===== config.mk =====
export PLATFORM = sky130hd
export DESIGN_NAME = ascii_line_command_decoder_unit
export DESIGN_NICKNAME = d
export VERILOG_FILES = /design/src/rtl/alcd_pkg.sv /design/src/rtl/ascii_line_command_decoder_unit.sv /design/src/rtl/alcd_line_unit.sv
export SDC_FILE = /design/constraint.sdc
export NUM_CORES = 1
export LEC_CHECK = 0
export ABC_AREA = 1
export BUFFER_PORTS_ARGS = -buffer_cell sky130_fd_sc_hd__buf_4
export CORE_ASPECT_RATIO = 1.5
export CORE_UTILIZATION = 54
export CTS_BUF_LIST = sky130_fd_sc_hd__clkbuf_2
export DETAILED_ROUTE_END_ITERATION = 8
export HOLD_SLACK_MARGIN = 0.12
export MAX_ROUTING_LAYER = met4
export PLACE_DENSITY = 0.75
export RECOVER_POWER = 25
export SYNTH_ARGS = -nofsm -noshare
export SYNTH_HDL_FRONTEND = slang
export SYNTH_SLANG_ARGS = --single-unit

===== constraint.sdc =====
create_clock -name clock -period 2.1 [get_ports clock]
set_input_delay 0 -clock clock [delete_from_list [all_inputs] [get_ports clock]]
set_output_delay 0 -clock clock [all_outputs]
set_load 0.1 [all_outputs]

===== src/rtl/alcd_pkg.sv =====
// Shared types, command codes and constants of the ASCII line command decoder.
package alcd_pkg;

   localparam int LINE_BYTES_DEFAULT = 64;

   localparam logic [7:0] CHAR_LF   = 8'h0A;
   localparam logic [7:0] CHAR_CR   = 8'h0D;
   localparam logic [7:0] CHAR_ZERO = 8'h30;
   localparam logic [7:0] CHAR_ONE  = 8'h31;
   localparam logic [7:0] CHAR_NINE = 8'h39;
   localparam logic [7:0] CHAR_A    = 8'h41;
   localparam logic [7:0] CHAR_L    = 8'h4C;
   localparam logic [7:0] CHAR_P    = 8'h50;
   localparam logic [7:0] CHAR_S    = 8'h53;
   localparam logic [7:0] CHAR_T    = 8'h54;
   localparam logic [7:0] CHAR_W    = 8'h57;

   typedef enum logic [0:0] {
      OP_RX_BYTE = 1'b0,
      OP_TAKE    = 1'b1
   } op_type;

   typedef enum logic [3:0] {
      CMD_IDLE       = 4'd0,
      CMD_PUMP_START = 4'd1,
      CMD_PUMP_STOP  = 4'd2,
      CMD_LAMP_ON    = 4'd3,
      CMD_LAMP_OFF   = 4'd4,
      CMD_AUTO       = 4'd5,
      CMD_WATER      = 4'd6,
      CMD_SOIL_THR   = 4'd7,
      CMD_LIGHT_THR  = 4'd8
   } cmd_code_type;

   typedef struct packed {
      op_type      opcode;
      logic [7:0]  rx_byte;
   } req_type;

   typedef struct packed {
      cmd_code_type command_code;
      logic [7:0]   command_value;
      logic         value_valid;
   } rsp_type;

   // Multiplies the running value by ten and adds one decimal digit, modulo 256.
   function automatic logic [7:0] digit_step(input logic [7:0] acc, input logic [7:0] chr);
      logic [7:0] digit;
      digit = chr - CHAR_ZERO;
      return {acc[4:0], 3'b000} + {acc[6:0], 1'b0} + digit;
   endfunction

endpackage


===== src/rtl/ascii_line_command_decoder_unit.sv =====
// Top level of the ASCII line command decoder: handshakes, result register and skid stage.
//
// Items arrive on the req_ channel. A received-byte item updates the line
// held inside the block and gives no result. A take item gives exactly one
// result on the rsp_ channel: the command decoded from the finished line, or
// the none code when no line is ready; only a finished line is then emptied.
// Each channel moves one transfer when its valid and ready are both high.
//
// A take item's result is registered: it enters the output register, or the
// skid stage while the output register is held, and one item can be accepted in
// every cycle while req_ready is high; the line state is registered per item.
// Results wait in an output register backed by a one-entry skid stage, so
// req_ready stays high while one result is stalled and drops only when both
// are full; it depends on registers alone.
// Synchronous reset empties the line, clears the first three bytes and the
// running value, and discards any result not yet transferred.
module ascii_line_command_decoder_unit
   import alcd_pkg::*;
#(
   parameter int LINE_BYTES = LINE_BYTES_DEFAULT
) (
   input  logic    clock,
   input  logic    reset,
   input  logic    req_valid,
   output logic    req_ready,
   input  req_type req_payload,
   output logic    rsp_valid,
   input  logic    rsp_ready,
   output rsp_type rsp_payload
);

   logic    req_fire;
   logic    rsp_fire;
   logic    push;
   rsp_type decoded;

   logic    out_valid_ff, out_valid_in;
   rsp_type out_ff, out_in;
   logic    skid_valid_ff, skid_valid_in;
   rsp_type skid_ff, skid_in;

   assign req_ready   = !skid_valid_ff;
   assign req_fire    = req_valid && req_ready;
   assign rsp_valid   = out_valid_ff;
   assign rsp_payload = out_ff;
   assign rsp_fire    = out_valid_ff && rsp_ready;
   assign push        = req_fire && (req_payload.opcode == OP_TAKE);

   alcd_line_unit #(
      .LINE_BYTES (LINE_BYTES)
   ) u_line (
      .clock     (clock),
      .reset     (reset),
      .item_fire (req_fire),
      .item      (req_payload),
      .decoded   (decoded)
   );

   always_comb begin
      out_valid_in  = out_valid_ff;
      out_in        = out_ff;
      skid_valid_in = skid_valid_ff;
      skid_in       = skid_ff;
      if (skid_valid_ff) begin
         if (rsp_fire) begin
            out_in        = skid_ff;
            skid_valid_in = 1'b0;
         end
      end else if (push) begin
         if (!out_valid_ff || rsp_fire) begin
            out_in       = decoded;
            out_valid_in = 1'b1;
         end else begin
            skid_in       = decoded;
            skid_valid_in = 1'b1;
         end
      end else if (rsp_fire) begin
         out_valid_in = 1'b0;
      end
   end

   always_ff @(posedge clock) begin
      if (reset) begin
         out_valid_ff  <= 1'b0;
         skid_valid_ff <= 1'b0;
      end else begin
         out_valid_ff  <= out_valid_in;
         skid_valid_ff <= skid_valid_in;
      end
   end

   always_ff @(posedge clock) begin
      out_ff  <= out_in;
      skid_ff <= skid_in;
   end

`ifndef ASSERT_OFF
   a_skid_implies_out: assert property (@(posedge clock) disable iff (reset)
      skid_valid_ff |-> out_valid_ff)
      else $error("skid stage holds a result while the output register is empty");

   a_take_gives_result: assert property (@(posedge clock) disable iff (reset)
      (req_fire && req_payload.opcode == OP_TAKE) |=> rsp_valid)
      else $error("accepted take item produced no result");

   a_byte_gives_none: assert property (@(posedge clock) disable iff (reset)
      (req_fire && req_payload.opcode == OP_RX_BYTE && !rsp_valid) |=> !rsp_valid)
      else $error("received byte item produced a result");

   a_skid_drains: assert property (@(posedge clock) disable iff (reset)
      (skid_valid_ff && rsp_fire) |=> (rsp_valid && !skid_valid_ff))
      else $error("skid stage did not move into the output register");
`endif

endmodule


===== src/rtl/alcd_line_unit.sv =====
// Line assembly state and command decode of the ASCII line command decoder.
module alcd_line_unit
   import alcd_pkg::*;
#(
   parameter int LINE_BYTES = LINE_BYTES_DEFAULT
) (
   input  logic    clock,
   input  logic    reset,
   input  logic    item_fire,
   input  req_type item,
   output rsp_type decoded
);

   localparam int LEN_W = $clog2(LINE_BYTES);
   localparam logic [LEN_W-1:0] LEN_MAX = LEN_W'(LINE_BYTES - 1);

   logic [7:0]       head_ff [3];
   logic [7:0]       head_in [3];
   logic [LEN_W-1:0] length_ff, length_in;
   logic             ready_ff, ready_in;
   logic [7:0]       digit_ff, digit_in;

   logic is_end;
   logic is_digit;

   assign is_end   = (item.rx_byte == CHAR_LF) || (item.rx_byte == CHAR_CR);
   assign is_digit = (item.rx_byte >= CHAR_ZERO) && (item.rx_byte <= CHAR_NINE);

   always_comb begin
      head_in   = head_ff;
      length_in = length_ff;
      ready_in  = ready_ff;
      digit_in  = digit_ff;
      if (item_fire) begin
         if (item.opcode == OP_TAKE) begin
            if (ready_ff) begin
               ready_in  = 1'b0;
               length_in = '0;
            end
         end else if (is_end) begin
            if (length_ff != '0) begin
               for (int i = 0; i < 3; i++) begin
                  if (length_ff == LEN_W'(i)) begin
                     head_in[i] = 8'h00;
                  end
               end
               ready_in = 1'b1;
            end
         end else if (length_ff < LEN_MAX) begin
            for (int i = 0; i < 3; i++) begin
               if (length_ff == LEN_W'(i)) begin
                  head_in[i] = item.rx_byte;
               end
            end
            if (length_ff == '0) begin
               digit_in = 8'h00;
            end else if (is_digit) begin
               digit_in = digit_step(digit_ff, item.rx_byte);
            end
            length_in = length_ff + LEN_W'(1);
         end
      end
   end

   always_ff @(posedge clock) begin
      if (reset) begin
         head_ff   <= '{default: 8'h00};
         length_ff <= '0;
         ready_ff  <= 1'b0;
         digit_ff  <= 8'h00;
      end else begin
         head_ff   <= head_in;
         length_ff <= length_in;
         ready_ff  <= ready_in;
         digit_ff  <= digit_in;
      end
   end

   always_comb begin
      decoded.command_code  = CMD_IDLE;
      decoded.command_value = 8'h00;
      decoded.value_valid   = 1'b0;
      if (ready_ff) begin
         if (head_ff[0] == CHAR_P && head_ff[1] == CHAR_ONE) begin
            decoded.command_code = CMD_PUMP_START;
         end else if (head_ff[0] == CHAR_P && head_ff[1] == CHAR_ZERO) begin
            decoded.command_code = CMD_PUMP_STOP;
         end else if (head_ff[0] == CHAR_L && head_ff[1] == CHAR_ONE) begin
            decoded.command_code = CMD_LAMP_ON;
         end else if (head_ff[0] == CHAR_L && head_ff[1] == CHAR_ZERO) begin
            decoded.command_code = CMD_LAMP_OFF;
         end else if (head_ff[0] == CHAR_A && head_ff[1] == CHAR_ONE) begin
            decoded.command_code = CMD_AUTO;
         end else if (head_ff[0] == CHAR_W) begin
            decoded.command_code = CMD_WATER;
            if (length_ff > LEN_W'(1)) begin
               decoded.command_value = digit_ff;
               decoded.value_valid   = 1'b1;
            end
         end else if (head_ff[0] == CHAR_S && head_ff[1] == CHAR_T) begin
            decoded.command_code  = CMD_SOIL_THR;
            decoded.command_value = head_ff[2];
            decoded.value_valid   = 1'b1;
         end else if (head_ff[0] == CHAR_L && head_ff[1] == CHAR_T) begin
            decoded.command_code  = CMD_LIGHT_THR;
            decoded.command_value = head_ff[2];
            decoded.value_valid   = 1'b1;
         end
      end
   end

endmodule

-- After elaboration in Yosys (flattened, before gate mapping)
Cells that the tools add are included.
- equal/unequal tests: 17
- magnitude comparators: 4
- reduce and logical (&&, ||, !) cells: 34
- mux-type cells: 44
- bitwise operators: 4
- add/subtract/negate cells: 4
- operator list (cell ; number):
    $mux W13 ; 8
    $mux W24 ; 3
    $mux W8 ; 8
    $mux W9 ; 6
    $eq A8 B7 Y1 const B ; 6
    $mux W6 ; 4
    $mux W4 ; 5
    $reduce_and A5 Y1 ; 4
    $add A8 B8 Y8 ; 2
    $eq A8 B4 Y1 const B ; 2
    $eq A8 B6 Y1 const B ; 2
    $reduce_bool A2 Y1 ; 8
    $reduce_and A3 Y1 ; 4
    $logic_and A1 B1 Y1 ; 11
    $mux W1 ; 10
    $ge A8 B6 Y1 const B ; 1
    $le A8 B6 Y1 const B ; 1
    $sub A8 B6 Y8 const B ; 1
    $add A6 B1 Y6 const B ; 1
    $eq A6 B1 Y1 const B ; 1
    $eq A6 B2 Y1 const B ; 1
    $gt A6 B1 Y1 const B ; 1
    $logic_not A6 Y1 ; 1
    $lt A6 B6 Y1 const B ; 1
    7 further kinds ; 15
- register bits: 67
- output and inout port bits: 15
- word-level logic and storage cells: 121

-- Logic depth before layout (Yosys ltp)
- depth after elaboration: 14
- mapped depth: 13

-- By module
Synthesis repeated with hierarchy kept, for this count alone.
- cells, all modules: 462
- area, all modules: 3701.0 µm²
- by module, submodules not included (module ; instances ; area an instance (µm²) ; cells an instance ; seq. area each (µm²)):
    alcd_line_unit ; 1 ; 2610.0 ; 376 ; 780.7
    ascii_line_command_decoder_unit ; 1 ; 1091.0 ; 86 ; 820.8

-- Least setup slack after synthesis
Ideal clock, no wire load.
- path kind: reg-to-reg
- from: register u_line.digit_ff[2]
- to: register u_line.digit_ff[7]
- data required time: 1.968 ns
- data arrival time: 2.212 ns
- stages on the path, launching flop included: 13
- setup slack: -0.245 ns
- setup time: 0.132 ns
- cell sequence: dfxtp_1 -> inv_1 -> fa_1 -> inv_1 -> ha_1 -> ha_1 -> fa_1 -> nand3_1 -> nand3_1 -> nand3_1 -> nand2_1 -> nand2_1 -> a21oi_1
- cells in the longest elaborated chain, start to end: 4
- ends and longest elaborated chain (item ; RTL line ; source):
    from (decl) ; alcd_line_unit.sv:21 ; logic [7:0] digit_ff, digit_in;
    from (signal assigned) ; alcd_line_unit.sv:75 ; digit_ff <= digit_in;
    $add A8 B8 Y8 (2 in a row) ; alcd_pkg.sv:50 ; return {acc[4:0], 3'b000} + {acc[6:0], 1'b0} + digit;
    $mux W8 ; alcd_line_unit.sv:57 ; end else if (is_digit) begin
    $mux W8 ; alcd_line_unit.sv:55 ; if (length_ff == '0) begin
No other way between the ends. The select of a mux whose other input is x is not followed.
A chain may end at the register's enable or synchronous reset.

-- Worst setup path in the final report
- from: register u_line.digit_ff[2]
- to: register u_line.digit_ff[5]
Same word-level chain as after synthesis.

==> summary.txt <==
Run status
  – Outcome: finished, violations left
  – Failing checks: setup timing

Global routing
  – Initial antenna violation count: 0
  – Vias in the first global route: approximately 3.7k
  – Global-route wire length before repair: about 16,000 um
  – Total congestion overflow: 0
  – Largest net degree at the start of global routing: 26
  – Total GRT Usage: between 20% and 30%

Critical path
  – R2R setup slack: -0.16 ns
  – Crit path required time: 2.58 ns
  – Crit-path leading delay family: adder cells
  – CP Launch Type: register
  – Arrival @ worst endpoint: between 2 and 3 ns
  – Crit path capture type: register
  – Reg2Reg Depth: 10
  – CP Class: register to register
  – Slowest CP cell: fa_2
  – Worst path buffer plus inverter count: 3
  – Crit-path cells: inv_2, fa_2, inv_2, ha_4, ha_4, fa_2, buf_4, xor2_1, nand2_1, a21oi_2
  – Crit path largest cell delay: between 0.5 and 0.6 ns
  – RR Startpoint: u_line.digit_ff[2]$_SDFFE_PP0P_
  – Reg2Reg Capture Point: u_line.digit_ff[5]$_SDFFE_PP0P_
  – Worst Path Max Fanout: 2

STA
  – Hold WS: 0.321 ns
  – Crit share post-route: 108%
  – Fmax: approximately 0.44 GHz
  – Worst Tran Pin Value: 1.17 ns
  – Slew headroom: 22.2%
  – Minimum clock period: 2.26 ns
  – # setup viols final: 4
  – Fin. Hold Viols: 0
  – RSZ-0062 raised after global routing: true
  – PnR worst setup slack: -0.162 ns
  – Skew final: 0.0214 ns
  – Final Max Slew Viols: 0

Finish
  – Final std cells w/o fill: slightly above 700
  – Share of cells above drive strength 1: between 15 and 20%
  – Number of diodes: 0
  – P&R area growth vs syn: 18.8%
  – Nets: ~650
  – Fillers: approximately 690

Clocking
  – Clock Sinks: 67
  – Worst-path clk slew: roughly 0.19 ns
  – CTS Root Cell: clkbuf_2
  – Inserted Clock Buffers: 9
  – Worst-case clock buffer depth: 2
  – Clk Latency, worst-skew pair: 0.53 ns
  – CTS tree: yes
  – # H-tree levels: 3

Floorplan
  – Die X: slightly above 70 um
  – IO Count: 28
  – Num rows: 38
  – Die area: between 7000 and 8000 um^2
  – Core area: roughly 7200 um^2
  – Initial Util: a little under three fifths
  – Die Span Y: between 100 and 150 um

Synth
  – Syn_nets: between 500 and 600
  – Yosys reg bits: 67
  – Main combinational cell family by area after synthesis: simple AND/OR/NAND/NOR gates
  – Mux share of post-synthesis cell area: 0%
  – Post-Syn Area: roughly 4000 um^2
  – Xor and xnor fraction of the mapped netlist area: less than 1%
  – Mean Syn Cell Area: about 7.4 um^2
  – Mapped Cells: about 550
  – Post-synth EDFFs: 26
  – Async set-reset flop share out of synthesis: 0%
  – Yosys cell types: 37
  – Register area share after synthesis: about two fifths
  – Top_reg_cell synth: dfxtp_1
  – Simple-Gate Fraction of Synth Area: a little over a third
  – Post-Synth Adder-Cell Area: ~7.5%
  – Compound-cell area share of the yosys netlist: 8.19%
  – Ys Warns: 0

Worst hold path
  – Class of the worst hold path: input port to register
  – Worst Hold End: u_line.digit_ff[7]$_SDFFE_PP0P_
  – HP Start: reset
  – WHS Path Cells: 3

Detailed routing
  – Routed Antenna Nets: 0
  – Detailed-route wire length per cell: 13.7 um
  – Via count: ~3.8k
  – Drt pass-1 iters: 5
  – Avg Vias per Cell: 5.29
  – DR iter-0 viols: 263
  – DRC violations left: 0
  – Final WL: roughly 9800 um

Placed design
  – Port bufs: 27
  – DP HPWL: 7150 um
  – Placed Instances: between 600 and 700
  – Pre-CTS WS: -0.184 ns
  – GPL Wtd Cong: between 0.9 and 1

Power and ir drop
  – Power Density: roughly 540 nW/um^2
  – P_leak: slightly above 2 nW
  – Peak VDD IR: 0.426 mV
  – Power consumption: 0.00260 W

Job
  – Max Cap Violations: 0
logic make-up after synthesis:
kind of cell	count (synthesis)
buffers and inverters	74
adders and majority gates	21
xor gates and xnor gates	4
AOI/OAI and AO/OA	59
and+or+nand+nor	320
DFF	67
how the worst max path moves through the flow:
stage	depth (start not counted)	end	start
after global routing	10	u_line.digit_ff[5]$_SDFFE_PP0P_	u_line.digit_ff[2]$_SDFFE_PP0P_
after CTS	13	u_line.digit_ff[7]$_SDFFE_PP0P_	u_line.digit_ff[2]$_SDFFE_PP0P_
after global placement	13	u_line.digit_ff[7]$_SDFFE_PP0P_	u_line.digit_ff[0]$_SDFFE_PP0P_
after floorplan	12	u_line.digit_ff[7]$_SDFFE_PP0P_	u_line.digit_ff[0]$_SDFFE_PP0P_
final	10	u_line.digit_ff[5]$_SDFFE_PP0P_	u_line.digit_ff[2]$_SDFFE_PP0P_
after detailed placement	13	u_line.digit_ff[7]$_SDFFE_PP0P_	u_line.digit_ff[0]$_SDFFE_PP0P_
worst reg2reg max path, cell delays in order, from the launching register on:
cell     delay [ns]
dfxtp_2        0.38
inv_2          0.05
fa_2           0.52
inv_2          0.05
ha_4           0.22
ha_4           0.16
fa_2           0.34
buf_4          0.14
xor2_1         0.13
nand2_1        0.08
a21oi_2        0.13
final cells by class:
type	instances	area, um^2	area share (%)
Inverter	58	218	4.56
Timing Repair Buffer	72	520	10.9
Tap cell	100	125	2.62
Sequential cell	67	1610	33.6
Clock inverter	3	40.0	0.839
Multi-Input combinational cell	404	2200	46.1
Clock buffer	13	65.1	1.36
flip-flops by register name (all words and copies together) (netlist names):
register,flops
u_line.ready_ff,1
u_line.head_ff,24
skid_valid_ff,1
rsp_valid,1
u_line.digit_ff,8
u_line.length_ff,6
rsp_payload,13
skid_ff,13
report_power, final:
| part | switching [W] | leakage, nW | internal, W |
|---|---|---|---|
| clock network | 0.000441 | 0.0760 | 0.000292 |
| logic | 0.000311 | 1.40 | 0.000143 |
| registers | 0.0000267 | 0.603 | 0.00138 |
| total | 0.000778 | 2.08 | 0.00182 |
metal layers:
metal	wire [um]	share of wire, %	GRT usage, %	up-vias
li1	-	-	-	1928
met1	3840	39	29.4	1716
met2	5180	53	50.5	118
met3	441	4.5	4.87	29
met4	328	3.4	15.4	0
met5	0	0	-	-
placed cells by master, fill, tap and decap left out, types with 12 or more instances in the layout:
master         instances
nand2_1              145
nand4_1               29
o21ai_0               12
buf_4                 43
dlygate4sd3_1         14
nand3_1               38
dfxtp_1               38
a21oi_1               33
inv_1                 47
clkbuf_1              14
nor2_1                83
edfxtp_1              26
ha_1                  12
clkbuf_2              14
cell usage after synthesis, types with 2 or more instances:
library cell / instances / area [um^2]
nor2_1: 83 / 312
nand3_2: 4 / 40.0
a21oi_1: 35 / 175
xor2_1: 3 / 26.3
nand3b_1: 2 / 15.0
buf_2: 4 / 20.0
nor2_4: 2 / 22.5
o21ai_1: 3 / 15.0
edfxtp_1: 26 / 781
nand4_1: 29 / 181
nand3_1: 40 / 200
o21ai_2: 2 / 17.5
dfxtp_1: 41 / 821
inv_2: 8 / 30.0
nand2_1: 145 / 544
a211oi_2: 2 / 25.0
nand2_2: 3 / 18.8
inv_1: 50 / 188
ha_1: 16 / 200
clkbuf_1: 7 / 26.3
nor2_2: 6 / 37.5
buf_4: 3 / 22.5
fa_1: 5 / 100
o21ai_0: 13 / 65.1
per-stage QoR:
| stage | TNS (ns) | area (um^2) | util [%] |
|---|---|---|---|
| 2_1_floorplan | -0.121 | 4030 | - |
| 3_3_place_gp | -0.253 | 4440 | 61.5 |
| 4_1_cts | -0.523 | 4830 | 66.8 |
| 6_report | -0.364 | 4770 | 66.0 |
| 3_5_place_dp | -0.486 | 4440 | 61.5 |
| 5_1_grt | -1.36 | 4770 | 66.0 |
repair_timing:
item | in CTS | in global routing
resized for setup | 13 | 7
pin swaps | 11 | 8
endpoints found under the hold margin | 54 | 0
cloned | 0 | 0
setup buffers | 11 | 1
hold buffers | 14 | 0
endpoints found under the setup margin | 4 | 5
(Power assumes the default switching activity.)
